==> src/rtl/axq_pkg.sv <==
// ----------------------------------------------------------------------------
// axq_pkg
// Shared constants, branch codes, width and latency helpers for the axes to
// quaternion pipeline.
// ----------------------------------------------------------------------------
`default_nettype none

package axq_pkg;

   localparam int VALUE_WIDTH_DEF = 16;
   localparam int FRAC_BITS_DEF   = 14;

   localparam logic [1:0] BR_TRACE = 2'd0;
   localparam logic [1:0] BR_RX    = 2'd1;
   localparam logic [1:0] BR_UY    = 2'd2;
   localparam logic [1:0] BR_FZ    = 2'd3;

   // right vector component width
   function automatic int rw_f(input int w, input int f);
      return 2 * w - f + 2;
   endfunction

   // radicand width (signed)
   function automatic int tw_f(input int w, input int f);
      return rw_f(w, f) + 3;
   endfunction

   // numerator width (signed)
   function automatic int dw_f(input int w, input int f);
      return rw_f(w, f) + 1;
   endfunction

   // even width of radicand shifted by the fraction bits
   function automatic int nw_f(input int w, input int f);
      int n;
      n = tw_f(w, f) + f;
      return n + (n & 1);
   endfunction

   function automatic int sqs_f(input int w, input int f);
      return nw_f(w, f) >> 1;
   endfunction

   function automatic int rtw_f(input int w, input int f);
      return sqs_f(w, f) + 1;
   endfunction

   function automatic int qw_f(input int w);
      return w + 1;
   endfunction

   function automatic int dvw_f(input int w, input int f);
      return dw_f(w, f) + f + qw_f(w) + rtw_f(w, f) + 4;
   endfunction

   function automatic int sql_f(input int w, input int f);
      return sqs_f(w, f) + 2;
   endfunction

   function automatic int dvl_f(input int w);
      return qw_f(w) + 2;
   endfunction

   function automatic int lat_f(input int w, input int f);
      return 3 + sql_f(w, f) + dvl_f(w) + 1;
   endfunction

endpackage

`default_nettype wire

==> src/rtl/axq_sqrt.sv <==
// ----------------------------------------------------------------------------
// axq_sqrt
// Pipelined square root of rad * 2^F, one result bit per stage, rounded
// to nearest in a last stage.
// ----------------------------------------------------------------------------
`default_nettype none

module axq_sqrt #(
   parameter int W = axq_pkg::VALUE_WIDTH_DEF,
   parameter int F = axq_pkg::FRAC_BITS_DEF
) (
   input  wire logic                        clock,
   input  wire logic                        reset,
   input  wire logic                        in_valid,
   input  wire logic [axq_pkg::tw_f(W, F)-1:0] rad,
   output logic                             out_valid,
   output logic [axq_pkg::rtw_f(W, F)-1:0]  root
);

   localparam int TW  = axq_pkg::tw_f(W, F);
   localparam int NW  = axq_pkg::nw_f(W, F);
   localparam int SQS = axq_pkg::sqs_f(W, F);
   localparam int RTW = axq_pkg::rtw_f(W, F);
   localparam int RMW = SQS + 3;

   logic [NW-1:0]  n_ff    [SQS+1];
   logic [RMW-1:0] rem_ff  [SQS+1];
   logic [RTW-1:0] root_ff [SQS+1];
   logic           v_ff    [SQS+1];
   logic [RTW-1:0] out_ff, out_in;
   logic           ov_ff;

   always_ff @(posedge clock) begin
      if (reset) begin
         v_ff[0] <= 1'b0;
      end else begin
         v_ff[0] <= in_valid;
      end
   end

   always_ff @(posedge clock) begin
      n_ff[0]    <= NW'({rad, {F{1'b0}}});
      rem_ff[0]  <= '0;
      root_ff[0] <= '0;
   end

   for (genvar j = 1; j <= SQS; j++) begin : g_step
      logic [RMW-1:0] remx, trial;
      logic           ge;

      always_comb begin
         remx  = {rem_ff[j-1][RMW-3:0], n_ff[j-1][NW-1 -: 2]};
         trial = {root_ff[j-1], 2'b01};
         ge    = remx >= trial;
      end

      always_ff @(posedge clock) begin
         if (reset) begin
            v_ff[j] <= 1'b0;
         end else begin
            v_ff[j] <= v_ff[j-1];
         end
      end

      always_ff @(posedge clock) begin
         n_ff[j]    <= n_ff[j-1] << 2;
         rem_ff[j]  <= ge ? remx - trial : remx;
         root_ff[j] <= {root_ff[j-1][RTW-2:0], ge};
      end
   end

   assign out_in = (rem_ff[SQS] > RMW'(root_ff[SQS])) ? root_ff[SQS] + 1'b1
                                                      : root_ff[SQS];

   always_ff @(posedge clock) begin
      if (reset) begin
         ov_ff <= 1'b0;
      end else begin
         ov_ff <= v_ff[SQS];
      end
   end

   always_ff @(posedge clock) begin
      out_ff <= out_in;
   end

   assign out_valid = ov_ff;
   assign root      = out_ff;

endmodule

`default_nettype wire

==> config.mk <==
export PLATFORM = sky130hd
export DESIGN_NAME = axq_sqrt
export DESIGN_NICKNAME = d
export VERILOG_FILES = /design/src/rtl/axq_pkg.sv /design/src/rtl/axq_sqrt.sv
export SDC_FILE = /design/constraint.sdc
export NUM_CORES = 1
export LEC_CHECK = 0
export BUFFER_PORTS_ARGS = -buffer_cell sky130_fd_sc_hd__buf_2
export CORE_MARGIN = 2
export CORE_UTILIZATION = 40
export CTS_BUF_LIST = sky130_fd_sc_hd__clkbuf_4 sky130_fd_sc_hd__clkbuf_8 sky130_fd_sc_hd__clkbuf_16
export DETAILED_ROUTE_END_ITERATION = 8
export PLACE_DENSITY = 0.62
export SLEW_MARGIN = 10
export SYNTH_ARGS = -nofsm -noshare
export SYNTH_HDL_FRONTEND = slang
export SYNTH_SLANG_ARGS = --single-unit
==> constraint.sdc <==
create_clock -name clock -period 8.4 [get_ports clock]
set_clock_uncertainty 0.15 [all_clocks]
set_input_delay 1.68 -clock clock [delete_from_list [all_inputs] [get_ports clock]]
set_output_delay 1.68 -clock clock [all_outputs]
set_load 0.02 [all_outputs]
* Word-level counts from Yosys, hierarchy flattened *
Memories as Yosys holds them, arrays and structs flattened. A register that Yosys moved wholly into a read port is not among the register bits.
Index checks and enable logic that the tools add are counted.

cells by class
  $add $sub $neg = 20
  order comparisons = 20
  multiplexer cells = 43
  bitwise logic cells = 20

operators by type and width
  kind                                                              number
  22-bit >= comparator                                              19
  22-bit two-way mux                                                19
  22-bit subtractor                                                 19
  1-bit two-way mux                                                 23
  22-bit by 20-bit > comparator with 1-bit output                   1
  20-bit by 1-bit adder with 20-bit output (second input constant)  1
  20-bit two-way mux                                                1
  1-bit bitwise OR                                                  20

word-level totals
  register bits = 20
  bits in writable memories = 1580
  bits of input ports = 26
  output and inout port bits = 21
  word-level logic and storage cells = 108
  memories = 4

memories
  memory   words  width  rd ports  clocked after Yosys merged registers in  write ports  line            RTL
  n_ff     20     36     19        0                                        20           axq_sqrt.sv:26  logic [NW-1:0] n_ff [SQS+1];
  rem_ff   20     22     20        0                                        20           axq_sqrt.sv:27  logic [RMW-1:0] rem_ff [SQS+1];
  root_ff  20     20     20        0                                        20           axq_sqrt.sv:28  logic [RTW-1:0] root_ff [SQS+1];
  v_ff     20     1      20        1                                        20           axq_sqrt.sv:29  logic v_ff [SQS+1];

* Logic depth before layout (Yosys ltp) *
  depth after elaboration = 3
  mapped depth = 14
  gate-level depth less buffers = 13

* Worst setup path after synthesis *
OpenSTA, ideal clock, no wires.

  kind = flip-flop to flip-flop
  start point = memory rem_ff[3][66] (netlist name)
  end point = memory rem_ff[4][3] (netlist name)
  library setup time = 129 ps
  data arrival time = 2706 ps
  slack = 5415 ps
  stages on the path, launching flop included = 12
  cells stage by stage = dfxtp_1 > ha_1 > inv_1 > fa_1 > nor2b_1 > o21ai_0 > a211oi_1 > nor3_1 > o21a_1 > o2111ai_1 > clkbuf_1 > a21oi_1

RTL lines
  element          line
  start, declared  axq_sqrt.sv:27

==> run metrics <==
area of the multi-input gates=around 13000 µm²; register area share after synthesis=0.502; CP arrival=3.79 ns; post-CTS setup buffer count=0; fill count=7000; Avg WL per Cell=12.7 µm; largest net degree at the start of global routing=32; r2r worst-path depth=12; Final Cell Area=33300 µm²; Setup CP Type=reg -> reg; RSZ-0062 raised after global routing=no; top-count cell post-synth=dfxtp_1; GR Util met2=0.248; FF/Latch Area=14700 µm²; IO Count=47; HP Start=n_ff[1][27]; nets@finish=3326; Critical R2R Launch=rem_ff[4][44]; layout cells sized above 1=0.0813; routing usage on met3=0.0268; Skew-Pair Late Insertion Delay=between 0.6 and 0.7 ns; Hold/Removal Path Class=reg -> reg; placed insts=roughly 4000; #FFs+latches synth=732; Hold Slack=0.169 ns; CTS Buf Count=between 70 and 80; Max VDD drop=between 0.0002 and 0.00025 V; pwr dens=313 nW/µm²; WHS Path Cells=0; crit path time final=3.42 ns; outcome=completed; Initial Util=0.402; Final Max Slew Viols=0; CTS tree=yes; Avg Cell Area, Syn=9.77 µm²; Die H=274 µm; busiest grt layer=met2; # rows=99; post-route clock period utilization=0.407; drt initial violations=822; worst slew pin tran=about 0.8 ns; syn nets=3235; Main synth FF type=dfxtp_1; die width=274 µm; DRT Pass-1 Iters=7; Synthesis Warnings=0; # setup viols final=0; Worst R2R End=rem_ff[4][82]; Distinct cells, synth=75; r2r setup slk=around 5.0 ns; initial antenna violation count=0; diodes inserted=0; PostCTS Resize Cnt=0; final antenna-violating net count=0; EDFF count, synth=0; vias=19710; Critical Path End Type=flip-flop; GRT Util Overall=0.142; Post-DP HPWL=39.3 mm; H-tree Lvls=3; Root Driver=clkbuf_16; leading area contributor after synthesis=dfxtp_1; number of global-route vias before repair=19267; CP Data Required Time=~9 ns; Hold Buf Count CTS=0; Core Region=72600 µm²; WHS Endpoint=n_ff[2][29]; DR vias/cell=around 4.8; DRC viols=0; top cell type's share of synthesized area=0.502; first-pass GRT wire length=89.5 mm; # Max-Cap Violations=0; Worst Setup Start Kind=flip-flop; total die area=75100 µm²; Pwr Total=10400 µW; Port Buffers=46; cells taking the most area after synthesis=dfxtp_1, ha_1, xnor2_1, inv_1, xor2_1; Critical Path Fanout Max=20; post-synth design cell area=29200 µm²; worst slew margin relative to its limit=0.457; synthesized instance count=2986; routability congestion estimate=approximately 0.82; final hold violations=0; DP Area=30500 µm²; Post-synth ARST share=0; fmax=293 MHz; Layout area overhead=14.1%; P_leak=0.0158 µW; grt ovf=0; Clock transition at path regs=0.06 ns; grt met1 use=0.172; TNS Setup=0 ns; maximum clock insertion buffer count=3; Routed WL=51.9 mm; clk sinks=732; final non-filler cell total=4094; Post-synth top cells=dfxtp_1, inv_1, ha_1, nand2_1, o21ai_0
==> sequential cells by signal, summed over array words and instances, names as in the netlist <==
| signal | flops |
|---|---|
| n_ff | 155 |
| out_valid | 1 |
| rem_ff | 346 |
| root | 20 |
| root_ff | 190 |
| v_ff | 20 |
==> cell type report <==
| cell class | instances | share of cell area |
|---|---|---|
| well taps | 959 | 0.0360 |
| clock buffers | 108 | 0.0695 |
| flip-flops and latches | 732 | 0.440 |
| repair buffers | 56 | 0.00917 |
| clock inverters | 29 | 0.0129 |
| multi-input cells | 1929 | 0.400 |
| inverters | 281 | 0.0317 |
==> placed cells by master, fill, tap and decap left out, types with 23 or more instances in the layout <==
cell and count:
xnor2_1 144, xor2_1 118, nand3_1 41, buf_2 46
ha_1 216, o21ai_0 198, nor2_1 179, mux2_2 35
nor4_1 42, a21oi_1 158, o21a_1 43, nor3_1 83
or3_1 33, nand2b_1 42, a211oi_1 23, nor2b_1 60
dfxtp_1 732, nand2_1 205, nand4_1 25, clkbuf_16 78
inv_1 280, a21o_1 63
==> metrics by stage <==
stage / util / worst slack (ns)
after floorplan: - / 5.41
after global placement: 0.421 / 4.97
after detailed placement: 0.421 / 4.94
after CTS: 0.459 / 4.94
after global routing: 0.459 / 4.69
final: 0.459 / 4.98
==> where the power goes <==
group,switching (µW),internal [µW]
Sequential,447,4180
Combinational,1210,1080
Clock,1380,2130
==> worst max-delay path, stage by stage (launching register included) <==
cell and delay, ns:
dfxtp_1 0.38, ha_1 0.21, inv_1 0.06, fa_1 0.40, nor2b_1 0.16, o31a_1 0.23, o211ai_1 0.16, a31oi_1 0.30
and3_1 0.25, nor2_1 0.06, buf_4 0.20, inv_1 0.35, mux2_2 0.38
==> worst max path at each step <==
stage             startpoint       endpoint  slack (ns)  cells after the start
2_1_floorplan  rem_ff[3][66]   rem_ff[4][3]        5.41                     11
3_3_place_gp   rem_ff[3][44]  rem_ff[3][85]        4.97                     12
3_5_place_dp   rem_ff[3][44]  rem_ff[3][85]        4.94                     12
4_1_cts        rem_ff[3][44]  rem_ff[3][85]        4.94                     12
5_1_grt        rem_ff[3][44]  rem_ff[3][83]        4.69                     12
6_report       rem_ff[4][44]  rem_ff[4][82]        4.98                     12
==> routing by layer <==
| layer | up-vias | wire length [µm] | share of wire |
|---|---|---|---|
| li1 | 10376 | - | - |
| met1 | 8929 | 23700 | 0.46 |
| met2 | 286 | 24700 | 0.48 |
| met3 | 119 | 1730 | 0.033 |
| met4 | 0 | 1730 | 0.033 |
| met5 | - | 0 | 0 |
==> logic make-up after synthesis <==
kind of cell	share of synthesized area
AOI/OAI and AO/OA	0.127
xor gates and xnor gates	0.0787
adders and majority gates	0.0974
buffers and inverters	0.0419
DFF	0.502
muxes	0.0149
other	0.000129
and+or+nand+nor	0.138
Note: power is estimated with default switching activity, not from simulation.
