## src/rtl/axq_pkg.sv

```systemverilog
// ----------------------------------------------------------------------------
// axq_pkg
// Shared constants, branch codes, width and latency helpers for the axes to
// quaternion pipeline.
// ----------------------------------------------------------------------------
`default_nettype none

package axq_pkg;

   localparam int VALUE_WIDTH_DEF = 16;
   localparam int FRAC_BITS_DEF   = 14;

   localparam logic [1:0] BR_TRACE = 2'd0;
   localparam logic [1:0] BR_RX    = 2'd1;
   localparam logic [1:0] BR_UY    = 2'd2;
   localparam logic [1:0] BR_FZ    = 2'd3;

   // right vector component width
   function automatic int rw_f(input int w, input int f);
      return 2 * w - f + 2;
   endfunction

   // radicand width (signed)
   function automatic int tw_f(input int w, input int f);
      return rw_f(w, f) + 3;
   endfunction

   // numerator width (signed)
   function automatic int dw_f(input int w, input int f);
      return rw_f(w, f) + 1;
   endfunction

   // even width of radicand shifted by the fraction bits
   function automatic int nw_f(input int w, input int f);
      int n;
      n = tw_f(w, f) + f;
      return n + (n & 1);
   endfunction

   function automatic int sqs_f(input int w, input int f);
      return nw_f(w, f) >> 1;
   endfunction

   function automatic int rtw_f(input int w, input int f);
      return sqs_f(w, f) + 1;
   endfunction

   function automatic int qw_f(input int w);
      return w + 1;
   endfunction

   function automatic int dvw_f(input int w, input int f);
      return dw_f(w, f) + f + qw_f(w) + rtw_f(w, f) + 4;
   endfunction

   function automatic int sql_f(input int w, input int f);
      return sqs_f(w, f) + 2;
   endfunction

   function automatic int dvl_f(input int w);
      return qw_f(w) + 2;
   endfunction

   function automatic int lat_f(input int w, input int f);
      return 3 + sql_f(w, f) + dvl_f(w) + 1;
   endfunction

endpackage

`default_nettype wire

```

## src/rtl/axq_cross.sv

```systemverilog
// ----------------------------------------------------------------------------
// axq_cross
// Two stage right = cross(forward, up): products, then rounded differences.
// ----------------------------------------------------------------------------
`default_nettype none

module axq_cross #(
   parameter int W = axq_pkg::VALUE_WIDTH_DEF,
   parameter int F = axq_pkg::FRAC_BITS_DEF
) (
   input  wire logic                 clock,
   input  wire logic                 reset,
   input  wire logic                 in_valid,
   input  wire logic signed [W-1:0]  fx,
   input  wire logic signed [W-1:0]  fy,
   input  wire logic signed [W-1:0]  fz,
   input  wire logic signed [W-1:0]  ux,
   input  wire logic signed [W-1:0]  uy,
   input  wire logic signed [W-1:0]  uz,
   output logic                      out_valid,
   output logic signed [axq_pkg::rw_f(W, F)-1:0] rx,
   output logic signed [axq_pkg::rw_f(W, F)-1:0] ry,
   output logic signed [axq_pkg::rw_f(W, F)-1:0] rz,
   output logic signed [W-1:0]       fx_o,
   output logic signed [W-1:0]       fy_o,
   output logic signed [W-1:0]       fz_o,
   output logic signed [W-1:0]       ux_o,
   output logic signed [W-1:0]       uy_o,
   output logic signed [W-1:0]       uz_o
);

   localparam int RW = axq_pkg::rw_f(W, F);
   localparam int PW = 2 * W;
   localparam logic signed [PW:0] BIAS = (PW + 1)'(1) << (F - 1);

   logic signed [PW-1:0] p0_ff, p1_ff, p2_ff, p3_ff, p4_ff, p5_ff;
   logic signed [PW-1:0] p0_in, p1_in, p2_in, p3_in, p4_in, p5_in;
   logic signed [W-1:0]  a_ff [6];
   logic signed [W-1:0]  b_ff [6];
   logic                 v1_ff, v2_ff;
   logic signed [RW-1:0] rx_ff, ry_ff, rz_ff;
   logic signed [RW-1:0] rx_in, ry_in, rz_in;

   function automatic logic signed [RW-1:0] rnd_diff(input logic signed [PW-1:0] a,
                                                     input logic signed [PW-1:0] b);
      logic signed [PW:0] d;
      logic signed [PW:0] s;
      d = (PW + 1)'(a) - (PW + 1)'(b) + BIAS;
      s = d >>> F;
      return RW'(s);
   endfunction

   assign p0_in = PW'(fy) * PW'(uz);
   assign p1_in = PW'(fz) * PW'(uy);
   assign p2_in = PW'(fz) * PW'(ux);
   assign p3_in = PW'(fx) * PW'(uz);
   assign p4_in = PW'(fx) * PW'(uy);
   assign p5_in = PW'(fy) * PW'(ux);

   assign rx_in = rnd_diff(p0_ff, p1_ff);
   assign ry_in = rnd_diff(p2_ff, p3_ff);
   assign rz_in = rnd_diff(p4_ff, p5_ff);

   always_ff @(posedge clock) begin
      if (reset) begin
         v1_ff <= 1'b0;
         v2_ff <= 1'b0;
      end else begin
         v1_ff <= in_valid;
         v2_ff <= v1_ff;
      end
   end

   always_ff @(posedge clock) begin
      p0_ff <= p0_in;
      p1_ff <= p1_in;
      p2_ff <= p2_in;
      p3_ff <= p3_in;
      p4_ff <= p4_in;
      p5_ff <= p5_in;
      a_ff[0] <= fx;
      a_ff[1] <= fy;
      a_ff[2] <= fz;
      a_ff[3] <= ux;
      a_ff[4] <= uy;
      a_ff[5] <= uz;
      for (int i = 0; i < 6; i++) begin
         b_ff[i] <= a_ff[i];
      end
      rx_ff <= rx_in;
      ry_ff <= ry_in;
      rz_ff <= rz_in;
   end

   assign out_valid = v2_ff;
   assign rx        = rx_ff;
   assign ry        = ry_ff;
   assign rz        = rz_ff;
   assign fx_o      = b_ff[0];
   assign fy_o      = b_ff[1];
   assign fz_o      = b_ff[2];
   assign ux_o      = b_ff[3];
   assign uy_o      = b_ff[4];
   assign uz_o      = b_ff[5];

endmodule

`default_nettype wire

```

## config.mk

```make
export PLATFORM = sky130hd
export DESIGN_NAME = axq_cross
export DESIGN_NICKNAME = d
export VERILOG_FILES = /design/src/rtl/axq_pkg.sv /design/src/rtl/axq_cross.sv
export SDC_FILE = /design/constraint.sdc
export NUM_CORES = 2
export LEC_CHECK = 0
export BUFFER_PORTS_ARGS = -buffer_cell sky130_fd_sc_hd__buf_2
export CAP_MARGIN = 20
export CORE_MARGIN = 2
export CORE_UTILIZATION = 43
export CTS_CLUSTER_SIZE = 8
export DETAILED_ROUTE_END_ITERATION = 12
export PLACE_DENSITY_LB_ADDON = 0.2
export SLEW_MARGIN = 30
export SYNTH_ARGS = -nofsm -noshare
export SYNTH_HDL_FRONTEND = slang
export SYNTH_SLANG_ARGS = --single-unit
```

## constraint.sdc

```tcl
create_clock -name clock -period 7.71 [get_ports clock]
set_input_delay 0.3855 -clock clock [delete_from_list [all_inputs] [get_ports clock]]
set_output_delay 0.3855 -clock clock [all_outputs]
set_load 0.01 [all_outputs]
```

==> Yosys cells after proc, flatten, opt, wreduce, memory -nomap -nowiden <==
Memories as Yosys holds them, arrays and structs flattened.
Index checks and enable logic that the tools add are counted.
{ "totals": {"regBits": 251, "latchBits": 0, "ram_bits": 192, "mem_bits_ro": 0, "output_inout_bits": 157, "memories": 2} }
{ "memory_table": {"columns": ["memory", "words", "width", "rd", "rd_ports_with_merged_regs", "wr", "line_no", "source"], "rows": [
  ["a_ff", 6, 16, 6, 0, 6, "axq_cross.sv:38", "logic signed [W-1:0] a_ff [6];"],
  ["b_ff", 6, 16, 6, 0, 6, "axq_cross.sv:39", "logic signed [W-1:0] b_ff [6];"]
]} }
{ "classes": {"add_sub_neg": 6, "n_mul": 6, "n_div": 0, "order_cmp": 0, "n_eq_ne": 0, "shifts": 0, "muxes": 0, "bitwise_logic": 0, "n_reduce_logical": 0} }
{ "op_table": {"columns": ["op", "n"], "rows": [
  ["multiplier 16 x 16 -> 32 bit", 6],
  ["adder 33 x 15 -> 33 bit, second input constant", 3],
  ["subtractor 32 x 32 -> 33 bit", 3]
]} }

==> Depth between registers and ports, before layout <==
{ "depth": {"word_depth": 2, "depth_mapped": 26} }

==> Worst setup path after synthesis <==
No wires, ideal clock.
{ "synth_path": {"path_kind": "in2reg", "from": "in fx[11]", "to": "reg p4_ff[31]", "t_arrival_ns": 5.909, "required_ns": 7.580, "slack_ns": 1.671, "cell_stages": 22, "path_buffers": 1, "path_cell_list": "clkbuf_1 -> nand2_1 -> fa_1 -> fa_1 -> fa_1 -> inv_1 -> fa_1 -> fa_1 -> inv_1 -> fa_1 -> inv_1 -> ha_1 -> a21o_1 -> a21oi_1 -> o21bai_1 -> a21o_1 -> a21o_1 -> a221o_1 -> a21oi_2 -> o31ai_1 -> a2111oi_2 -> nor3b_1"} }
{ "synth_via": {"elab_chain_len": 1} }
{ "synth_lines": {"columns": ["item", "line_no", "source"], "rows": [
  ["start: declaration", "axq_cross.sv:14", "input wire logic signed [W-1:0] fx,"],
  ["multiplier 16 x 16 -> 32 bit", "axq_cross.sv:57", "assign p4_in = PW'(fx) * PW'(uy);"],
  ["named net p4_in[31]", "axq_cross.sv:37", "logic signed [PW-1:0] p0_in, p1_in, p2_in, p3_in, p4_in, p5_in;"],
  ["end signal: assignment", "axq_cross.sv:79", "p4_ff <= p4_in;"],
  ["end: declaration", "axq_cross.sv:36", "logic signed [PW-1:0] p0_ff, p1_ff, p2_ff, p3_ff, p4_ff, p5_ff;"]
]} }
The timed path passes the listed nets, and every way through them passes these cells.
A chain may end at the register's enable or synchronous reset.

==> Final worst setup path <==
{ "layout_path": {"from": "in uz[3]", "to": "reg p0_ff[31]"} }
{ "layout_via": {"elab_chain_len": 1} }
{ "layout_lines": {"columns": ["item", "line_no", "source"], "rows": [
  ["start: declaration", "axq_cross.sv:19", "input wire logic signed [W-1:0] uz,"],
  ["multiplier 16 x 16 -> 32 bit", "axq_cross.sv:53", "assign p0_in = PW'(fy) * PW'(uz);"],
  ["named net p0_in[31]", "axq_cross.sv:37", null],
  ["end signal: assignment", "axq_cross.sv:75", "p0_ff <= p0_in;"],
  ["end: declaration", "axq_cross.sv:36", null]
]} }
The timed path passes the listed nets, and every way through them passes these cells.

==> impl_metrics.ini <==
[detailed_routing]
vias = 49518
wl_per_cell_um = 19.5
via_per_inst = 5.00
postRouteAntennaNets = 0
dr.pass1.iters = 5
drc = 0
drt_iter0_drc = 2706
drt_wl_total_um = 193000

[sta]
fin_tns_setup_ps = 0
clock_skew_ps = 32.0
finalCritPeriodShare_pct = 89.4
worst_pin_slew_ps = 1060
hold_ws_ps = 69.8
finalSetupViolCount = 0
hold_viol = 0
max_slew_margin_pct = 29.3
grt_setup_unrepaired = false
fmax_mhz = 145
min_period_ps = 6890
slew_violations = 0

[logic_synthesis]
ys_seq_area_share_pct = 12.3
yosysWarnings = 0
syn-cell-area_um2 = 72100
synth_flop_cell = dfxtp_1
synth-edff-count = 0
synth_fp_nets = 9852
synthCells = 7506
synth_seq_cells = 443
syn_area_per_cell_um2 = 9.61
synth.distinct_cells = 82
async_reset_ff_share_pct = 0

[cts]
tritoncts = yes
clock_path_buffers = 3
clkSlewWorstSetupHoldPaths_ps = 50
htree_levels = 3
cts_sinks = 443
cts_setup_buffers = 0
root_buffer = clkbuf_16
worst_skew_pair.late_latency_ps = 720
numCtsBuffers = 72

[global_route]
grt-ovfl-total = 0
track_usage_pct = 23.8
grt_start_max_net_pins = 34
grt_pass1_vias = 54290
grt_pass1_wl_um = 310000
antenna_found_initial = 10

[floorplanning]
core_area_um2 = 167000
die_h_um = 414
ios = 256
initial_core_util_pct = 43.2
die_area_um2 = 171000
fp-row-count = 150
die_w_um = 414

[worst_hold_path]
hp-start = fy[0]
min_path_cells = 1
min_to = a_ff[1][0]
hold_class = primary input to flop

[cells_and_area]
area_delta_synth_final_pct = 8.43
fin_nets = 10006
finalCoreUtilization_pct = 46.9
fillers = 16154
layout-drive-gt1-share_pct = 6.50

[place]
hpwl_um = 156000
port_buffers = 255
gp_congestion = 0.867

[setup_path]
rr_endpoint = rz[18]
arrival_ps = 7490
crit_path_end_kind = flop
worstSetupPathType = primary input to flop
worstPathMaxFanout = 20
critPathLaunchType = primary input
rr_startpoint = p5_ff[9]
required_ps = 8310
reg2reg_slack_ps = 3960
r2r_cells = 13

[run_status]
status = completed

[job]
maxCapViolCount = 0
-- worst max-delay path by stage --
| stage | from | endpoint | slack (ps) |
|---|---|---|---|
| final | uz[3] | p0_ff[31] | 820 |
| after global routing | uz[3] | p0_ff[31] | 480 |
| after CTS | uz[3] | p0_ff[28] | 860 |
| after detailed placement | uz[7] | p0_ff[28] | 550 |
| after global placement | uz[7] | p0_ff[28] | 590 |
| after floorplan | fx[11] | p4_ff[31] | 1670 |
-- sequential cells by signal (all words and copies together), names as in the netlist --
| register | count |
|---|---|
| b_ff | 96 |
| ry | 19 |
| p1_ff | 32 |
| p4_ff | 32 |
| p5_ff | 32 |
| a_ff | 96 |
| p3_ff | 32 |
| rz | 19 |
| rx | 19 |
| out_valid | 1 |
| v1_ff | 1 |
| p2_ff | 32 |
| p0_ff | 32 |
-- worst max-delay path: stages --
cell,delay [ps]
dlygate4sd3_1,520
buf_2,360
buf_4,350
nand2_1,110
fa_1,490
fa_1,550
inv_1,60
fa_1,500
inv_1,50
fa_1,550
fa_1,430
fa_1,490
inv_1,40
ha_1,390
a21o_1,160
a211oi_1,110
o2bb2ai_1,180
o21a_1,180
a21oi_1,280
a31o_2,280
o21ai_1,130
o311ai_0,560
a21oi_1,170
xnor2_1,150
-- timing repair --
item,in CTS,in global routing
hold endpoints to repair,7,0
hold buffers,7,0
resized for setup,0,0
-- cells in the mapped netlist, types with 32 or more instances --
library cell	count	share of area (%)
inv_1	1823	9.5
fa_1	1572	44
nand2_1	774	4.0
and2_1	750	6.5
ha_1	675	12
dfxtp_1	443	12
clkbuf_1	287	1.5
xnor2_1	208	2.5
nor2_1	184	0.96
a21oi_1	166	1.2
a21o_1	88	0.92
o21ai_0	64	0.44
xor2_1	54	0.66
nand2b_1	39	0.34
nor3_1	37	0.26
o21bai_1	37	0.39
nand3_1	33	0.23
o21a_1	32	0.33
-- stage by stage --
| step | instances | area (µm²) | setup WS [ps] |
|---|---|---|---|
| after floorplan | 7506 | 72100 | 1670 |
| after global placement | 9783 | 75900 | 586 |
| after detailed placement | 9783 | 75900 | 550 |
| after CTS | 9893 | 78200 | 860 |
| after global routing | 9894 | 78200 | 479 |
| final | 9899 | 78200 | 818 |
-- layout by cell type (no fill, tap or decap), drive strengths merged, types with 10 or more instances in the layout --
cell type	Yosys	layout
or2	10	10
a211oi	14	14
clkbuf	287	89
nor2b	16	16
nand4	10	10
ha	675	675
buf	4	364
fa	1572	1572
and2	750	750
o21a	32	32
a21oi	173	173
o21bai	38	38
a31oi	18	18
nor2	184	184
o211ai	12	12
nor3	38	38
xnor2	208	208
and3	21	21
inv	1823	1826
nand3	33	33
dfxtp	443	443
o21ai	80	80
nand2	774	774
a21o	88	88
or3	14	14
nand2b	39	39
xor2	54	54
-- cells by family after synthesis --
group | count (synthesis) | synth area share [%]
simple gates | 1903 | 13.1
compound gates | 533 | 5.01
fa+ha+maj | 2247 | 55.4
xor+xnor | 262 | 3.18
mux | 2 | 0.0278
buf+inv | 2116 | 11.0
flops | 443 | 12.3
-- metal layers --
metal  wire length, µm  GRT usage, %  part of all wire (%)
met1             82900          31.9                    43
met2             92500          39.7                    48
met3             10300          2.96                   5.3
met4              7360          8.79                   3.8
met5                 0             0                     0
-- final cells by class --
cell class	count	area (µm²)	area share [%]
Multi-Input combinational cell	4947	55300	70.7
Antenna cell	6	15.0	0.0192
Timing Repair Buffer	371	2220	2.84
Tap cell	2204	2760	3.53
Clock buffer	89	1940	2.48
Inverter	1825	6850	8.76
Sequential cell	443	8870	11.3
Clock inverter	14	256	0.328
Power is not shown: default switching activity piles up to over one toggle a cycle in this logic, so the estimate is an artifact.
