`config.mk`:
```
export PLATFORM = sky130hd
export DESIGN_NAME = axq_select
export DESIGN_NICKNAME = d
export VERILOG_FILES = /design/src/rtl/axq_pkg.sv /design/src/rtl/axq_select.sv
export SDC_FILE = /design/constraint.sdc
export NUM_CORES = 1
export LEC_CHECK = 0
export BUFFER_PORTS_ARGS = -buffer_cell sky130_fd_sc_hd__buf_4
export CORE_ASPECT_RATIO = 1.4
export CORE_MARGIN = 2
export CORE_UTILIZATION = 30
export DETAILED_ROUTE_END_ITERATION = 7
export HOLD_SLACK_MARGIN = 0.05
export PLACE_DENSITY_LB_ADDON = 0.15
export SETUP_SLACK_MARGIN = 0.4
export SYNTH_ARGS = -nofsm -noshare
export SYNTH_HDL_FRONTEND = slang
export SYNTH_SLANG_ARGS = --single-unit
export TNS_END_PERCENT = 20
```
`constraint.sdc`:
```
create_clock -name clock -period 5 [get_ports clock]
set_input_delay 0.5 -clock clock [delete_from_list [all_inputs] [get_ports clock]]
set_output_delay 0.5 -clock clock [all_outputs]
set_load 0.005 [all_outputs]
```
`src/rtl/axq_pkg.sv`:
```
// ----------------------------------------------------------------------------
// axq_pkg
// Shared constants, branch codes, width and latency helpers for the axes to
// quaternion pipeline.
// ----------------------------------------------------------------------------
`default_nettype none

package axq_pkg;

   localparam int VALUE_WIDTH_DEF = 16;
   localparam int FRAC_BITS_DEF   = 14;

   localparam logic [1:0] BR_TRACE = 2'd0;
   localparam logic [1:0] BR_RX    = 2'd1;
   localparam logic [1:0] BR_UY    = 2'd2;
   localparam logic [1:0] BR_FZ    = 2'd3;

   // right vector component width
   function automatic int rw_f(input int w, input int f);
      return 2 * w - f + 2;
   endfunction

   // radicand width (signed)
   function automatic int tw_f(input int w, input int f);
      return rw_f(w, f) + 3;
   endfunction

   // numerator width (signed)
   function automatic int dw_f(input int w, input int f);
      return rw_f(w, f) + 1;
   endfunction

   // even width of radicand shifted by the fraction bits
   function automatic int nw_f(input int w, input int f);
      int n;
      n = tw_f(w, f) + f;
      return n + (n & 1);
   endfunction

   function automatic int sqs_f(input int w, input int f);
      return nw_f(w, f) >> 1;
   endfunction

   function automatic int rtw_f(input int w, input int f);
      return sqs_f(w, f) + 1;
   endfunction

   function automatic int qw_f(input int w);
      return w + 1;
   endfunction

   function automatic int dvw_f(input int w, input int f);
      return dw_f(w, f) + f + qw_f(w) + rtw_f(w, f) + 4;
   endfunction

   function automatic int sql_f(input int w, input int f);
      return sqs_f(w, f) + 2;
   endfunction

   function automatic int dvl_f(input int w);
      return qw_f(w) + 2;
   endfunction

   function automatic int lat_f(input int w, input int f);
      return 3 + sql_f(w, f) + dvl_f(w) + 1;
   endfunction

endpackage

`default_nettype wire

```
`src/rtl/axq_select.sv`:
```
// ----------------------------------------------------------------------------
// axq_select
// Branch choice, radicand and the four numerators of the quaternion terms.
// ----------------------------------------------------------------------------
`default_nettype none

module axq_select #(
   parameter int W = axq_pkg::VALUE_WIDTH_DEF,
   parameter int F = axq_pkg::FRAC_BITS_DEF
) (
   input  wire logic                 clock,
   input  wire logic                 reset,
   input  wire logic                 in_valid,
   input  wire logic signed [axq_pkg::rw_f(W, F)-1:0] rx,
   input  wire logic signed [axq_pkg::rw_f(W, F)-1:0] ry,
   input  wire logic signed [axq_pkg::rw_f(W, F)-1:0] rz,
   input  wire logic signed [W-1:0]  fx,
   input  wire logic signed [W-1:0]  fy,
   input  wire logic signed [W-1:0]  fz,
   input  wire logic signed [W-1:0]  ux,
   input  wire logic signed [W-1:0]  uy,
   input  wire logic signed [W-1:0]  uz,
   output logic                      out_valid,
   output logic [1:0]                branch,
   output logic [axq_pkg::tw_f(W, F)-1:0] rad,
   output logic signed [axq_pkg::dw_f(W, F)-1:0] d0,
   output logic signed [axq_pkg::dw_f(W, F)-1:0] d1,
   output logic signed [axq_pkg::dw_f(W, F)-1:0] d2,
   output logic signed [axq_pkg::dw_f(W, F)-1:0] d3
);

   localparam int TW = axq_pkg::tw_f(W, F);
   localparam int DW = axq_pkg::dw_f(W, F);
   localparam logic signed [TW-1:0] ONE = TW'(1) << F;

   logic signed [TW-1:0] erx, ery, erz, efx, efy, efz, eux, euy, euz;
   logic signed [TW-1:0] t0, t_sel;
   logic [1:0]           br_in, br_ff;
   logic [TW-1:0]        rad_in, rad_ff;
   logic signed [DW-1:0] d0_in, d1_in, d2_in, d3_in;
   logic signed [DW-1:0] d0_ff, d1_ff, d2_ff, d3_ff;
   logic                 v_ff;

   always_comb begin
      erx = TW'(rx);
      ery = TW'(ry);
      erz = TW'(rz);
      efx = TW'(fx);
      efy = TW'(fy);
      efz = TW'(fz);
      eux = TW'(ux);
      euy = TW'(uy);
      euz = TW'(uz);
      t0  = ONE + erx + euy + efz;
      d0_in = '0;
      d1_in = '0;
      d2_in = '0;
      d3_in = '0;
      priority if (t0 > 0) begin
         br_in = axq_pkg::BR_TRACE;
         t_sel = t0;
         d1_in = DW'(euz - efy);
         d2_in = DW'(efx - erz);
         d3_in = DW'(ery - eux);
      end else if (erx > euy && erx > efz) begin
         br_in = axq_pkg::BR_RX;
         t_sel = ONE + erx - euy - efz;
         d0_in = DW'(euz - efy);
         d2_in = DW'(eux + ery);
         d3_in = DW'(efx + erz);
      end else if (euy > efz) begin
         br_in = axq_pkg::BR_UY;
         t_sel = ONE + euy - erx - efz;
         d0_in = DW'(efx - erz);
         d1_in = DW'(eux + ery);
         d3_in = DW'(efy + euz);
      end else begin
         br_in = axq_pkg::BR_FZ;
         t_sel = ONE + efz - erx - euy;
         d0_in = DW'(ery - eux);
         d1_in = DW'(efx + erz);
         d2_in = DW'(efy + euz);
      end
      rad_in = (t_sel < 0) ? '0 : TW'(t_sel);
   end

   always_ff @(posedge clock) begin
      if (reset) begin
         v_ff <= 1'b0;
      end else begin
         v_ff <= in_valid;
      end
   end

   always_ff @(posedge clock) begin
      br_ff  <= br_in;
      rad_ff <= rad_in;
      d0_ff  <= d0_in;
      d1_ff  <= d1_in;
      d2_ff  <= d2_in;
      d3_ff  <= d3_in;
   end

   assign out_valid = v_ff;
   assign branch    = br_ff;
   assign rad       = rad_ff;
   assign d0        = d0_ff;
   assign d1        = d1_ff;
   assign d2        = d2_ff;
   assign d3        = d3_ff;

endmodule

`default_nettype wire

```
## Yosys cells after proc, flatten, opt, wreduce, memory -nomap -nowiden

Index checks and enable logic that the tools add are counted.

- Register bits after elaboration: 110
- Input bits: 159
- Output and inout port bits: 110
- Word-level logic and storage cells: 48

- $add $sub $neg: 17
- $lt $le $gt $ge: 5
- Muxes and demuxes: 16
- Reductions and logical operators: 2

Operators by type and width:

| operator | number |
|---|---|
| 21-bit 2-to-1 mux | 11 |
| 23-bit 2-to-1 mux | 3 |
| 21-bit by 16-bit subtractor with 22-bit output | 3 |
| 16-bit by 20-bit adder with 21-bit output | 2 |
| 17-bit by 20-bit subtractor with 21-bit output | 2 |
| 20-bit by 16-bit greater-than comparator with 1-bit output | 2 |
| 16-bit by 16-bit adder with 17-bit output (first input constant) | 2 |
| 22-bit by 16-bit adder with 23-bit output | 1 |
| 23-bit by 1-bit greater-than comparator with 1-bit output (second input constant) | 1 |
| 23-bit by 1-bit less-than comparator with 1-bit output (second input constant) | 1 |
| 22-bit by 16-bit subtractor with 23-bit output | 1 |
| 21-bit by 16-bit adder with 22-bit output | 1 |
| 16-bit by 20-bit adder with 21-bit output (first input constant) | 1 |
| 16-bit by 20-bit subtractor with 21-bit output | 1 |
| 20-bit by 16-bit subtractor with 21-bit output | 1 |
| 16-bit by 16-bit adder with 17-bit output | 1 |
| 16-bit by 16-bit subtractor with 17-bit output | 1 |
| 16-bit greater-than comparator | 1 |
| 1-bit 2-to-1 mux | 2 |
| 2-bit OR reduction | 1 |
| 1-bit logical AND | 1 |

## Logic depth before layout (Yosys ltp)

- Depth after elaboration: 7
- Gate-level depth with buffers: 18
- Depth with buffers taken out: 17

## Least setup slack after synthesis

No wires, ideal clock.

- Kind: input -> register
- Start point: in fz[15]
- End point: reg rad_ff[4], in the netlist rad[4]
- Setup time: 0.124 ns
- Data arrival time: 4.258 ns
- Required time: 4.876 ns
- Slack: 0.618 ns
- Stages on the path: 17
- Path buffers: 2
- Cells stage by stage: inv_1 fa_1 inv_1 ha_1 ha_1 nand2_1 o211ai_1 a21o_1 a211o_1 a31oi_1 o21ai_0 xor2_1 a221oi_1 or2_1 buf_6 buf_6 o22ai_1

- Cells in the longest elaborated chain, start to end: 7
- Elaborated cells between the ends (all ways): 14
- Those cells by class: 6 x add/sub; 4 x order compare; 3 x mux; 1 x reduce/logical

RTL lines:

| element | RTL line | text |
|---|---|---|
| start: declaration | axq_select.sv:19 | `input wire logic signed [W-1:0] fz,` |
| 16-bit by 16-bit adder with 17-bit output | axq_select.sv:79 | `t_sel = ONE + efz - erx - euy;` |
| 17-bit by 20-bit subtractor with 21-bit output | axq_select.sv:79 |  |
| 21-bit by 16-bit subtractor with 22-bit output | axq_select.sv:79 |  |
| 23-bit 2-to-1 mux | axq_select.sv:71 | `end else if (euy > efz) begin` |
| 23-bit 2-to-1 mux | axq_select.sv:65 | `end else if (erx > euy && erx > efz) begin` |
| 23-bit 2-to-1 mux (*) | axq_select.sv:59 | `priority if (t0 > 0) begin` |
| 23-bit by 1-bit less-than comparator with 1-bit output | axq_select.sv:84 | `rad_in = (t_sel < 0) ? '0 : TW'(t_sel);` |
| end signal: assignment | axq_select.sv:97 | `rad_ff <= rad_in;` |
| end: declaration | axq_select.sv:39 | `logic [TW-1:0] rad_in, rad_ff;` |

Every way passes the cells marked *; elsewhere a longest branch is shown, timed or not.
A chain may end at the register's enable or synchronous reset.

## Final worst setup path

- Start point: in rx[2] (netlist bit)
- End point: reg rad_ff[18], in the netlist rad[18]

- Cells in the longest elaborated chain, start to end: 6
- Elaborated cells between the ends (all ways): 17
- Those cells by class: 9 x add/sub; 4 x order compare; 3 x mux; 1 x reduce/logical

RTL lines:

| element | RTL line | text |
|---|---|---|
| start: declaration | axq_select.sv:14 | `input wire logic signed [axq_pkg::rw_f(W, F)-1:0] rx,` |
| 16-bit by 20-bit adder with 21-bit output (tied with other cells) | axq_select.sv:54, axq_select.sv:67 |  |
| 21-bit by 16-bit adder with 22-bit output (tied with other cells) | axq_select.sv:54 | `t0 = ONE + erx + euy + efz;` |
| 22-bit by 16-bit adder with 23-bit output (tied with other cells) | axq_select.sv:54 |  |
| 23-bit by 1-bit greater-than comparator with 1-bit output or 23-bit 2-to-1 mux (tied branches) | axq_select.sv:59, axq_select.sv:65 |  |
| 23-bit 2-to-1 mux (*) | axq_select.sv:59 |  |
| 23-bit by 1-bit less-than comparator with 1-bit output | axq_select.sv:84 |  |

Marked as above.

==> impl_results.md <==
- Clock network power share: 10.9%
- Post-synth top area share: a little under a quarter
- # DRC: 0
- Hold path cells: 2
- Cell Rows: between 100 and 150
- Min Tclk post-route: about 4.4 ns
- Most common cell in the netlist: ha_1
- Worst path cell trace: buf_4 -> inv_1 -> fa_1 -> inv_1 -> ha_1 -> ha_1 -> fa_1 -> a211o_1 -> a21boi_0 -> o31ai_1 -> o211ai_1 -> o2bb2ai_1 -> nand2b_1 -> or4b_2 -> o211ai_1 -> a211oi_1 -> o41ai_1
- Startpoint types: primary input
- Post-route setup slack: roughly 0.57 ns
- GRT Total Usage: 20.9%
- CP required: ~5.3 ns
- First-pass GRT wire length: 102 mm
- Layout Utilization: a little under two fifths
- Buf/Inv on CP: 3
- Max cap viols: 0
- Post-synth EDFFs: 0
- Post-synth ARST share: 0%
- TNS Setup: 0 ns
- Syn nets: between 2000 and 3000
- YS warnings: 0
- DR vias/cell: approximately 5
- CTS root buf: clkbuf_16
- Switching Fraction: a little under half
- Outcome: finished clean
- Worst-path fanout max: 5
- Stages on the worst setup path: 17
- Hold Vio Cnt, Final: 0
- Boundary pin count: roughly 270
- Initial Util: between 30 and 40%
- PortBufs: 268
- Top post-synthesis cells by area: ha_1, dfxtp_1, fa_1
- Post-synth top flop: dfxtp_1
- Core area: between 60000 and 70000 um2
- Post-synth cell types: 86
- Post-DP HPWL: about 58 mm
- Final setup fails: 0
- Highest Clock Rate: 226 MHz
- Clock sink count: 110
- Cell area after layout: between 20000 and 25000 um2
- Synthesized flop and latch total: 110
- Clk buf depth: 2
- Dpl ws: -0.164 ns
- CP top delay family: compound AO/OA/AOI/OAI gates
- Commonest cells in the netlist: ha_1, inv_1, nor2_1, a21oi_1, nand2_1
- Die Ht: a little under 300 um
- Share of total power in combinational logic: 68.3%
- Worst Path Arrival: around 4.7 ns
- Tcrit/Tclk final: between 80% and 90%
- Placer congestion estimate: approximately 0.93
- Synth area leader: ha_1
- Diodes inserted: 0
- Critical path class: primary input to register
- Cts hold-fix bufs: 0
- P_leak: around 11 nW
- Synth Area per Inst: 8.01 um2
- Cell Area, Synth: around 18000 um2
- Post-Synthesis Cells: between 2000 and 2500
- Cell-internal power: 0.00378 W
- RSZ-0062 raised after global routing: yes
- Die X: 214 um
- Initial antenna violation count: 0
- TritonCTS Buffers: 9
- CTS tree: built
- Worst min-delay path category: primary input to register
- Relative slew slack: 45.8%
- Switch Pwr: between 0.003 and 0.004 W
- Crit. End Element: register
- Final Max Slew Viols: 0
- Routed via count: approximately 17000
- Sequential share of the synthesized area: a little under an eighth
- Area growth, synth to finish: 22.2%
- Layout cells sized above 1: a little under a fifth
- Final Net Count: about 3200
- GR Overflow Total: 0
- DR iter-0 viols: between 700 and 800
- Tot Pwr: 0.00698 W
- Placed instance area: 22100 um2
- Max VDD drop: roughly 190 uV
- Slew of the pin with the lowest slew margin: between 0.7 and 0.8 ns
- Slowest cell on the critical path: fa_1
- Die ar.: approximately 64000 um2
- Sequential share of power: around a fifth
- H-tree levels: 3
- Pin count of the biggest net entering global routing: 51
- Post-Route WL: 66.8 mm
- Crit path largest cell delay: ~0.61 ns
- Clk pin slew, worst setup/hold paths: ~0.08 ns
- Vias in the first global route: 18200
- WL per Instance: around 19 um
- P per Cell Area: 310 nW/um2
- 1st-pass router iterations: 7
- Detail Route Antenna Nets: 0
metal layers:
metal	GRT usage (%)	vias to the layer above	routed length (um)
li1	-	8572	-
met1	24.3	8143	27500
met2	39.9	352	35500
met3	1.53	71	1830
met4	6.70	0	1950
met5	0	-	0
power by group through the flow:
stage	clock network (W)	logic (W)	registers, W
after CTS	0.000806	0.00475	0.00146
after floorplan	0	0.00273	0.00139
after global placement	0	0.00470	0.00149
final	0.000764	0.00477	0.00145
after global routing	0.000824	0.00524	0.00148
after detailed placement	0	0.00470	0.00147
area by class of cell:
type	instances	area (um2)
timing repair buffer	388	2990
clock buffer	11	253
multi-input combinational	1830	15000
sequential	110	2200
tap	817	1020
clock inverter	5	42.5
inverter	280	1050
fill	6457	38200
kinds of logic (layout without fill, tap and decap cells):
kind of cell | Yosys count | after routing | synth area share (%)
DFF | 110 | 110 | 11.9
other | 1 | 1 | 0.0203
AOI/OAI and AO/OA | 646 | 646 | 23.3
muxes | 29 | 29 | 1.70
and+or+nand+nor | 567 | 567 | 14.9
adders and majority gates | 434 | 434 | 33.2
buffers and inverters | 364 | 684 | 7.59
xor gates and xnor gates | 153 | 153 | 7.35
state kept, by name, summed over array words and instances, names as in the netlist:
signal     count
d0            21
branch         2
d1            21
d3            21
out_valid      1
d2            21
rad           23
what timing repair did:
action	4_1_cts	5_1_grt
resized for setup	4	23
pin swaps	1	6
endpoints found under the hold margin	0	0
cloned	0	0
setup endpoints to repair	20	58
setup buffers	1	0
worst paths after layout:
kind	start	to	slack [ns]
worst max-delay path	rx[2]	rad[18]	0.57
worst min-delay path	reset	out_valid	0.26
placed cells by master, fill, tap and decap left out, types with 22 or more instances in the layout:
cell | netlist | layout
a211oi_1 | 40 | 38
fa_1 | 93 | 92
o21ai_0 | 133 | 128
a31oi_1 | 24 | 23
xnor2_1 | 116 | 115
nor2_1 | 165 | 165
o21bai_1 | 22 | 22
a21oi_1 | 153 | 152
inv_1 | 279 | 279
xor2_1 | 35 | 35
nand3_1 | 33 | 33
nand2_1 | 135 | 135
a21o_1 | 44 | 44
o21a_1 | 26 | 25
nor3_1 | 50 | 50
dfxtp_1 | 110 | 110
buf_4 | 1 | 382
ha_1 | 341 | 339
o211ai_1 | 24 | 24
nand2b_1 | 24 | 24
nor2b_1 | 46 | 44
stage by stage:
stage | instances | hold slack [ns]
2_1_floorplan | 2304 | 0.572
3_3_place_gp | 3424 | 0.655
3_5_place_dp | 3424 | 0.662
4_1_cts | 3441 | 0.231
5_1_grt | 3441 | 0.244
6_report | 3441 | 0.265
No activity file was read; power rests on OpenSTA's default activity.
