**config.mk**
```make
export PLATFORM = sky130hd
export DESIGN_NAME = axq_div
export DESIGN_NICKNAME = d
export VERILOG_FILES = /design/src/rtl/axq_pkg.sv /design/src/rtl/axq_div.sv
export SDC_FILE = /design/constraint.sdc
export NUM_CORES = 2
export LEC_CHECK = 0
export BUFFER_PORTS_ARGS = -buffer_cell sky130_fd_sc_hd__buf_4
export CELL_PAD_IN_SITES_DETAIL_PLACEMENT = 1
export CELL_PAD_IN_SITES_GLOBAL_PLACEMENT = 2
export CORE_MARGIN = 3
export CORE_UTILIZATION = 40
export CTS_CLUSTER_DIAMETER = 120
export DETAILED_ROUTE_END_ITERATION = 6
export PLACE_DENSITY_LB_ADDON = 0.1
export SYNTH_ARGS = -nofsm -noshare
export SYNTH_HDL_FRONTEND = slang
export SYNTH_SLANG_ARGS = --single-unit
```
**constraint.sdc**
```tcl
create_clock -name clock -period 9.6 [get_ports clock]
set_clock_uncertainty 0.2 [all_clocks]
set_input_delay 1.92 -clock clock [delete_from_list [all_inputs] [get_ports clock]]
set_output_delay 1.92 -clock clock [all_outputs]
set_load 0.01 [all_outputs]
```
**src/rtl/axq_pkg.sv**
```systemverilog
// ----------------------------------------------------------------------------
// axq_pkg
// Shared constants, branch codes, width and latency helpers for the axes to
// quaternion pipeline.
// ----------------------------------------------------------------------------
`default_nettype none

package axq_pkg;

   localparam int VALUE_WIDTH_DEF = 16;
   localparam int FRAC_BITS_DEF   = 14;

   localparam logic [1:0] BR_TRACE = 2'd0;
   localparam logic [1:0] BR_RX    = 2'd1;
   localparam logic [1:0] BR_UY    = 2'd2;
   localparam logic [1:0] BR_FZ    = 2'd3;

   // right vector component width
   function automatic int rw_f(input int w, input int f);
      return 2 * w - f + 2;
   endfunction

   // radicand width (signed)
   function automatic int tw_f(input int w, input int f);
      return rw_f(w, f) + 3;
   endfunction

   // numerator width (signed)
   function automatic int dw_f(input int w, input int f);
      return rw_f(w, f) + 1;
   endfunction

   // even width of radicand shifted by the fraction bits
   function automatic int nw_f(input int w, input int f);
      int n;
      n = tw_f(w, f) + f;
      return n + (n & 1);
   endfunction

   function automatic int sqs_f(input int w, input int f);
      return nw_f(w, f) >> 1;
   endfunction

   function automatic int rtw_f(input int w, input int f);
      return sqs_f(w, f) + 1;
   endfunction

   function automatic int qw_f(input int w);
      return w + 1;
   endfunction

   function automatic int dvw_f(input int w, input int f);
      return dw_f(w, f) + f + qw_f(w) + rtw_f(w, f) + 4;
   endfunction

   function automatic int sql_f(input int w, input int f);
      return sqs_f(w, f) + 2;
   endfunction

   function automatic int dvl_f(input int w);
      return qw_f(w) + 2;
   endfunction

   function automatic int lat_f(input int w, input int f);
      return 3 + sql_f(w, f) + dvl_f(w) + 1;
   endfunction

endpackage

`default_nettype wire

```
**src/rtl/axq_div.sv**
```systemverilog
// ----------------------------------------------------------------------------
// axq_div
// Pipelined signed division d * 2^F / (2 * root), one quotient bit per
// stage, rounded half away from zero and saturated to the output range.
// ----------------------------------------------------------------------------
`default_nettype none

module axq_div #(
   parameter int W = axq_pkg::VALUE_WIDTH_DEF,
   parameter int F = axq_pkg::FRAC_BITS_DEF
) (
   input  wire logic                               clock,
   input  wire logic                               reset,
   input  wire logic                               in_valid,
   input  wire logic signed [axq_pkg::dw_f(W, F)-1:0] num,
   input  wire logic [axq_pkg::rtw_f(W, F)-1:0]    root,
   output logic                                    out_valid,
   output logic signed [W-1:0]                     quot
);

   localparam int DW  = axq_pkg::dw_f(W, F);
   localparam int RTW = axq_pkg::rtw_f(W, F);
   localparam int QW  = axq_pkg::qw_f(W);
   localparam int XW  = axq_pkg::dvw_f(W, F);
   localparam logic [QW:0]  HALF = (QW + 1)'(1) << (W - 1);
   localparam logic [QW:0]  QMAX = HALF - 1'b1;
   localparam logic [W-1:0] SMAX = {1'b0, {(W-1){1'b1}}};
   localparam logic [W-1:0] SMIN = {1'b1, {(W-1){1'b0}}};

   logic [DW-1:0]  mag;
   logic [XW-1:0]  num_in, den_in;
   logic [XW-1:0]  rem_ff [QW+1];
   logic [QW-1:0]  q_ff   [QW+1];
   logic [RTW:0]   s_ff   [QW+1];
   logic           ovf_ff [QW+1];
   logic           neg_ff [QW+1];
   logic           zr_ff  [QW+1];
   logic           v_ff   [QW+1];
   logic [QW:0]    magq, negq;
   logic           rnd;
   logic [W-1:0]   out_in, out_ff;
   logic           ov_ff;

   always_comb begin
      mag    = num[DW-1] ? DW'(-num) : DW'(num);
      num_in = XW'(mag) << F;
      den_in = XW'({root, 1'b0}) << QW;
   end

   always_ff @(posedge clock) begin
      if (reset) begin
         v_ff[0] <= 1'b0;
      end else begin
         v_ff[0] <= in_valid;
      end
   end

   always_ff @(posedge clock) begin
      rem_ff[0] <= num_in;
      q_ff[0]   <= '0;
      s_ff[0]   <= {root, 1'b0};
      zr_ff[0]  <= num == '0;
      neg_ff[0] <= num[DW-1];
      ovf_ff[0] <= (num != '0) && (num_in >= den_in);
   end

   for (genvar j = 1; j <= QW; j++) begin : g_step
      logic [XW-1:0] sh;
      logic          ge;

      always_comb begin
         sh = XW'(s_ff[j-1]) << (QW - j);
         ge = rem_ff[j-1] >= sh;
      end

      always_ff @(posedge clock) begin
         if (reset) begin
            v_ff[j] <= 1'b0;
         end else begin
            v_ff[j] <= v_ff[j-1];
         end
      end

      always_ff @(posedge clock) begin
         rem_ff[j] <= ge ? rem_ff[j-1] - sh : rem_ff[j-1];
         q_ff[j]   <= {q_ff[j-1][QW-2:0], ge};
         s_ff[j]   <= s_ff[j-1];
         zr_ff[j]  <= zr_ff[j-1];
         neg_ff[j] <= neg_ff[j-1];
         ovf_ff[j] <= ovf_ff[j-1];
      end
   end

   always_comb begin
      rnd  = (rem_ff[QW] << 1) >= XW'(s_ff[QW]);
      magq = {1'b0, q_ff[QW]} + (QW + 1)'(rnd);
      negq = ~magq + 1'b1;
      priority if (zr_ff[QW]) begin
         out_in = '0;
      end else if (ovf_ff[QW]) begin
         out_in = neg_ff[QW] ? SMIN : SMAX;
      end else if (neg_ff[QW]) begin
         out_in = (magq > HALF) ? SMIN : negq[W-1:0];
      end else begin
         out_in = (magq > QMAX) ? SMAX : magq[W-1:0];
      end
   end

   always_ff @(posedge clock) begin
      if (reset) begin
         ov_ff <= 1'b0;
      end else begin
         ov_ff <= v_ff[QW];
      end
   end

   always_ff @(posedge clock) begin
      out_ff <= out_in;
   end

   assign out_valid = ov_ff;
   assign quot      = out_ff;

endmodule

`default_nettype wire

```
# Word-level counts from Yosys, hierarchy flattened
# Memory sizes are Yosys's and may differ from the RTL's. A register that Yosys moved wholly into a read port is not among the register bits.
# Index checks and enable logic that the tools add are counted.
op_classes:
  reduce_logical: 3
  bitwise_logic: 19
  n_mux: 44
  n_lt_le_gt_ge: 21
  addsub: 20
op_table:
  columns: ["operator", "n"]
  rows:
  - ["$mux 76", 17]
  - ["$ge 76x21->1", 2]
  - ["$mux 16", 5]
  - ["$ge 76x22->1", 1]
  - ["$ge 76x23->1", 1]
  - ["$ge 76x24->1", 1]
  - ["$ge 76x25->1", 1]
  - ["$ge 76x26->1", 1]
  - ["$ge 76x27->1", 1]
  - ["$ge 76x28->1", 1]
  - ["$ge 76x29->1", 1]
  - ["$ge 76x30->1", 1]
  - ["$ge 76x31->1", 1]
  - ["$ge 76x32->1", 1]
  - ["$ge 76x33->1", 1]
  - ["$ge 76x34->1", 1]
  - ["$ge 76x35->1", 1]
  - ["$ge 76x36->1", 1]
  - ["$ge 76x37->1", 1]
  - ["$sub 76x21->76", 1]
  - ["$sub 76x22->76", 1]
  - ["$sub 76x23->76", 1]
  - ["$sub 76x24->76", 1]
  - ["$sub 76x25->76", 1]
  - ["other kinds (25)", 62]
word_totals:
  mem_count: 7
  reg_bits: 16
  ram_bits: 2124
  out_inout_bits: 17
  input_bits: 44
  wordCells: 115
mem_list:
  columns: ["memory", "words", "width", "read_ports", "rd_clocked_by_memory_dff", "wr", "line_no", "rtl"]
  rows:
  - ["rem_ff", 18, 76, 18, 0, 18, "axq_div.sv:32", "logic [XW-1:0] rem_ff [QW+1];"]
  - ["s_ff", 18, 21, 18, 0, 18, "axq_div.sv:34", "logic [RTW:0] s_ff [QW+1];"]
  - ["q_ff", 18, 17, 18, 0, 18, "axq_div.sv:33", "logic [QW-1:0] q_ff [QW+1];"]
  - ["neg_ff", 18, 1, 18, 0, 18, "axq_div.sv:36", "logic neg_ff [QW+1];"]
  - ["ovf_ff", 18, 1, 18, 0, 18, "axq_div.sv:35", "logic ovf_ff [QW+1];"]
  - ["v_ff", 18, 1, 18, 1, 18, "axq_div.sv:38", "logic v_ff [QW+1];"]
  - ["1 more memories", null, null, null, null, null, null, null]

# Longest topological paths before layout
# An unclocked memory read counts as a cell.
logic_depth:
  depth_word: 8
  mapped_depth: 24
  ltp_nobuf: 23

# Least setup slack after synthesis
# Ideal clock, no wire load.
synth_timing:
  kind: "input port to flip-flop"
  start: "input num[6] (netlist name)"
  end: "memory ovf_ff[0]"
  n_path_buf: 0
  slack_ns: 4.672
  arrival_time_ns: 4.596
  cell_stages: 12
  required_time_ns: 9.268
  setup_ns: 0.132
  path_cell_list: "or4_1 or4_1 or3_1 o21ai_0 xnor2_1 ha_1 o21a_1 o21ai_0 a21oi_1 o21a_1 o21ai_0 a211oi_1"
synth_lines:
  columns: ["element", "line_no", "rtl"]
  rows:
  - ["start, declared", "axq_div.sv:15", "input wire logic signed [axq_pkg::dw_f(W, F)-1:0] num,"]
  - ["end, declared", "axq_div.sv:35", null]

==> flow_metrics.env <==
export IMPL_period_minus_slack_ns=5.95
export IMPL_setup_worst_path_start="s_ff[17][2]$_DFF_P_"
export IMPL_timing_max_cap_violations=0
export IMPL_hold_buffers=0
export IMPL_worst_ep_required_time_ns=10.12
export IMPL_dr_first_iter_drc_count=1986
export IMPL_die_width_um=436
export IMPL_regToRegEndpoint="quot[8]$_SDFF_PP0_"
export IMPL_max_clock_path_buffers=3
export IMPL_crit_type="flop to flop"
export IMPL_sw_frac_of_total_pct=36.4
export IMPL_total_count_of_hold_check_failures_in_the_final_report=0
export IMPL_cts_setup_buffers=0
export IMPL_internal_power_mw=18.1
export IMPL_drive_gt1_share_pct=7.00
export IMPL_antenna_found_initial=1
export IMPL_worstSetupEndpoint="quot[8]$_SDFF_PP0_"
export IMPL_rr_startpoint="s_ff[17][2]$_DFF_P_"
export IMPL_synth_seq_cells=1747
export IMPL_synth_edf_count=0
export IMPL_synth_avg_cell_area_um2=9.42
export IMPL_rrSetupSlack_ns=3.65
export IMPL_finalWirelength_um=198000
export IMPL_timing_critical_path_slowest_cell_delay_ns=0.70
export IMPL_clock_power_share_pct=26.5
export IMPL_clock_tree_root_cell="clkbuf_16"
export IMPL_die_area_mm2=0.190
export IMPL_clkTransAtPathRegs_ns=0.06
export IMPL_cts_resized_gates=0
export IMPL_grt_overflow=0
export IMPL_timing_max_transition_violations_final=0
export IMPL_grt_pass1_wl_um=319000
export IMPL_cp_depth=22
export IMPL_wire_per_inst_um=18.7
export IMPL_crit_chain="inv_1, ha_1, nor2b_1, o21a_1, o21a_1, o21ai_0, a21oi_1, o211ai_1, nand2_1, a41oi_1, o211ai_1, ha_1, ha_1, nand4_1, nor4_1, nand3_1, o21ai_0, nand3_1, nor3_1, nor3_1, or2_2, a221oi_1"
export IMPL_total_switching_power_mw=10.4
export IMPL_place_gp_congestion=0.859
export IMPL_clock_insertion_delay_worst_skew_ns=0.84
export IMPL_synth_area_mm2=0.0738
export IMPL_timing_max_slew_rel_slack_pct=22.1
export IMPL_io_buffers=60
export IMPL_worst_setup_path_start_kind="flop"
export IMPL_tritoncts_num_buffers=190
export IMPL_max_freq_mhz=168
export IMPL_layout_cells_most_common="dfxtp_1"
export IMPL_setup_total_negative_slack_ns=0
export IMPL_critical_path_endpoint_type="flop"
export IMPL_syn_num_nets=8274
export IMPL_post_place_cells=10241
export IMPL_seq_area_frac_synth_pct=47.4
export IMPL_post_route_period_util_pct=62.0
export IMPL_run_status="finished, final reports clean"
export IMPL_viasPerCell=5.14
export IMPL_start_util_pct=40.3
export IMPL_grt_use_total_pct=20.7
export IMPL_finalSetupViolCount=0
export IMPL_cpLargestDelayFamily="simple AND/OR/NAND/NOR gates"
export IMPL_synth_async_sr_flop_share_pct=0
export IMPL_critical_path_arrival_ns=6.47
export IMPL_detail_route_drc_violations=0
export IMPL_cts_tree="yes"
export IMPL_p_leak_nw=35.8
export IMPL_r2r_cells=22
export IMPL_fin_cells=10587
export IMPL_clkSinkCount=1747
export IMPL_rsz_0062_raised_after_global_routing="false"
export IMPL_grt_pass1_vias=57777
export IMPL_grt_start_max_net_pins=48
export IMPL_num_nets_final=8411
export IMPL_timing_critical_path_buf_inv=1
export IMPL_fp_coreArea_mm2=0.183
export IMPL_diode_count=0
export IMPL_worst_path_most_repeated_cell="ha_1"
export IMPL_floorplan_rows=157
export IMPL_final_antenna_net_count=0
export IMPL_dpl_hpwl_um=158000
export IMPL_power_share_sequential_pct=40.8
export IMPL_synth_cell_types=101
export IMPL_cp_slowest_cell="nor4_1"
export IMPL_worstMarginPinSlew_ns=1.17
export IMPL_floorplan_die_height_um=436
export IMPL_floorplan_io_pins=61
export IMPL_detailed_route_via_count=54399
export IMPL_worstPathMaxFanout=8
export IMPL_layout_area_overhead_vs_synth_pct=13.4
export IMPL_dominantRegCellSynth="dfxtp_1"
export IMPL_finalPower_mw=28.5
export IMPL_cts_max_level=4
export IMPL_power_per_cell_area_mw_per_mm2=340
export IMPL_mostFrequentLayoutCells="dfxtp_1, nand2_1, nor2_1"
export IMPL_ys_warnings_count=0
export IMPL_postSynthCellCount=7832
export IMPL_first_pass_iteration_count_of_the_detailed_router=5
export IMPL_hp_class="flop to flop"
export IMPL_combPwrFrac_pct=32.7
export IMPL_irDropWorstVdd_mv=0.210
export IMPL_n_fill_cell=20740
[through the flow]
stage / util (%) / setup slack, ns / hold WS (ns) / area (um2)
after global placement: 42.0 / 3.71 / 0.110 / 77000
after detailed placement: 42.0 / 3.64 / 0.113 / 77000
final: 45.7 / 3.65 / 0.113 / 83700
after global routing: 45.7 / 3.09 / 0.125 / 83700
after CTS: 45.7 / 3.56 / 0.116 / 83700
after floorplan: - / 4.67 / 0.110 / 73800
[per-layer routing]
layer	track usage [%]	share of wire, %
met4	6.06	2.6
met3	2.53	2.3
met2	38.0	51
met5	0	0
met1	25.1	45
[final cells by class]
cell class	count	area, um2	area share [%]
well taps	2464	3080	3.68
clock inverters	76	1210	1.44
repair buffers	88	658	0.786
clock buffers	270	5480	6.54
multi-input cells	5444	36400	43.5
inverters	498	1870	2.23
flip-flops and latches	1747	35000	41.8
[synthesized netlist by cell type, drive strengths merged (43+ instances only)]
cell / n / area (um2)
nor4: 210 / 1350
nand2: 622 / 2340
o21ai: 404 / 2020
nand4: 82 / 519
dfxtp: 1747 / 35000
a21o: 123 / 923
o31ai: 43 / 323
mux2: 52 / 586
xor2: 570 / 4990
nor2b: 90 / 563
o21a: 61 / 458
nand2b: 116 / 726
nor3: 345 / 1740
clkbuf: 114 / 429
nor2: 578 / 2180
xnor2: 426 / 3730
or4: 109 / 841
a21oi: 344 / 1720
ha: 381 / 4770
inv: 498 / 1870
or3: 137 / 862
or2: 55 / 344
nand3: 165 / 843
[how the worst min path moves through the flow]
stage | from | endpoint | slack [ns] | cells past startpoint
2_1_floorplan | neg_ff[9]$_DFF_P_ | neg_ff[10]$_DFF_P_ | 0.11 | 0
3_3_place_gp | q_ff[11][3]$_DFF_P_ | q_ff[12][4]$_DFF_P_ | 0.11 | 0
3_5_place_dp | neg_ff[9]$_DFF_P_ | neg_ff[10]$_DFF_P_ | 0.11 | 0
4_1_cts | q_ff[15][8]$_DFF_P_ | q_ff[16][9]$_DFF_P_ | 0.12 | 0
5_1_grt | q_ff[10][4]$_DFF_P_ | q_ff[11][5]$_DFF_P_ | 0.13 | 0
6_report | q_ff[15][8]$_DFF_P_ | q_ff[16][9]$_DFF_P_ | 0.11 | 0
[flip-flops by register name, indices dropped and copies added (netlist names)]
name,count
rem_ff,1145
quot,16
out_valid,1
v_ff,18
ovf_ff,18
q_ff,153
zr_ff,18
s_ff,360
neg_ff,18
[power groups by stage]
stage               logic (mW)  clock network (mW)  registers [mW]
detailed placement        9.34                   0            11.8
global route              10.5                8.11            11.9
floorplan                 7.05                   0            11.0
CTS                       9.41                7.80            11.6
global placement          9.22                   0            11.7
finish                    9.30                7.56            11.6
[kinds of logic after synthesis]
kind of cell | after synthesis | share of synthesized area, %
AO/OA/AOI/OAI | 1269 | 10.6
XOR/XNOR | 996 | 11.8
adder cells (fa/ha/maj) | 398 | 6.92
buffers and inverters | 641 | 3.33
flip-flops | 1747 | 47.4
multiplexers | 62 | 0.929
AND/OR/NAND/NOR | 2719 | 19.0
(Power assumes the default switching activity.)
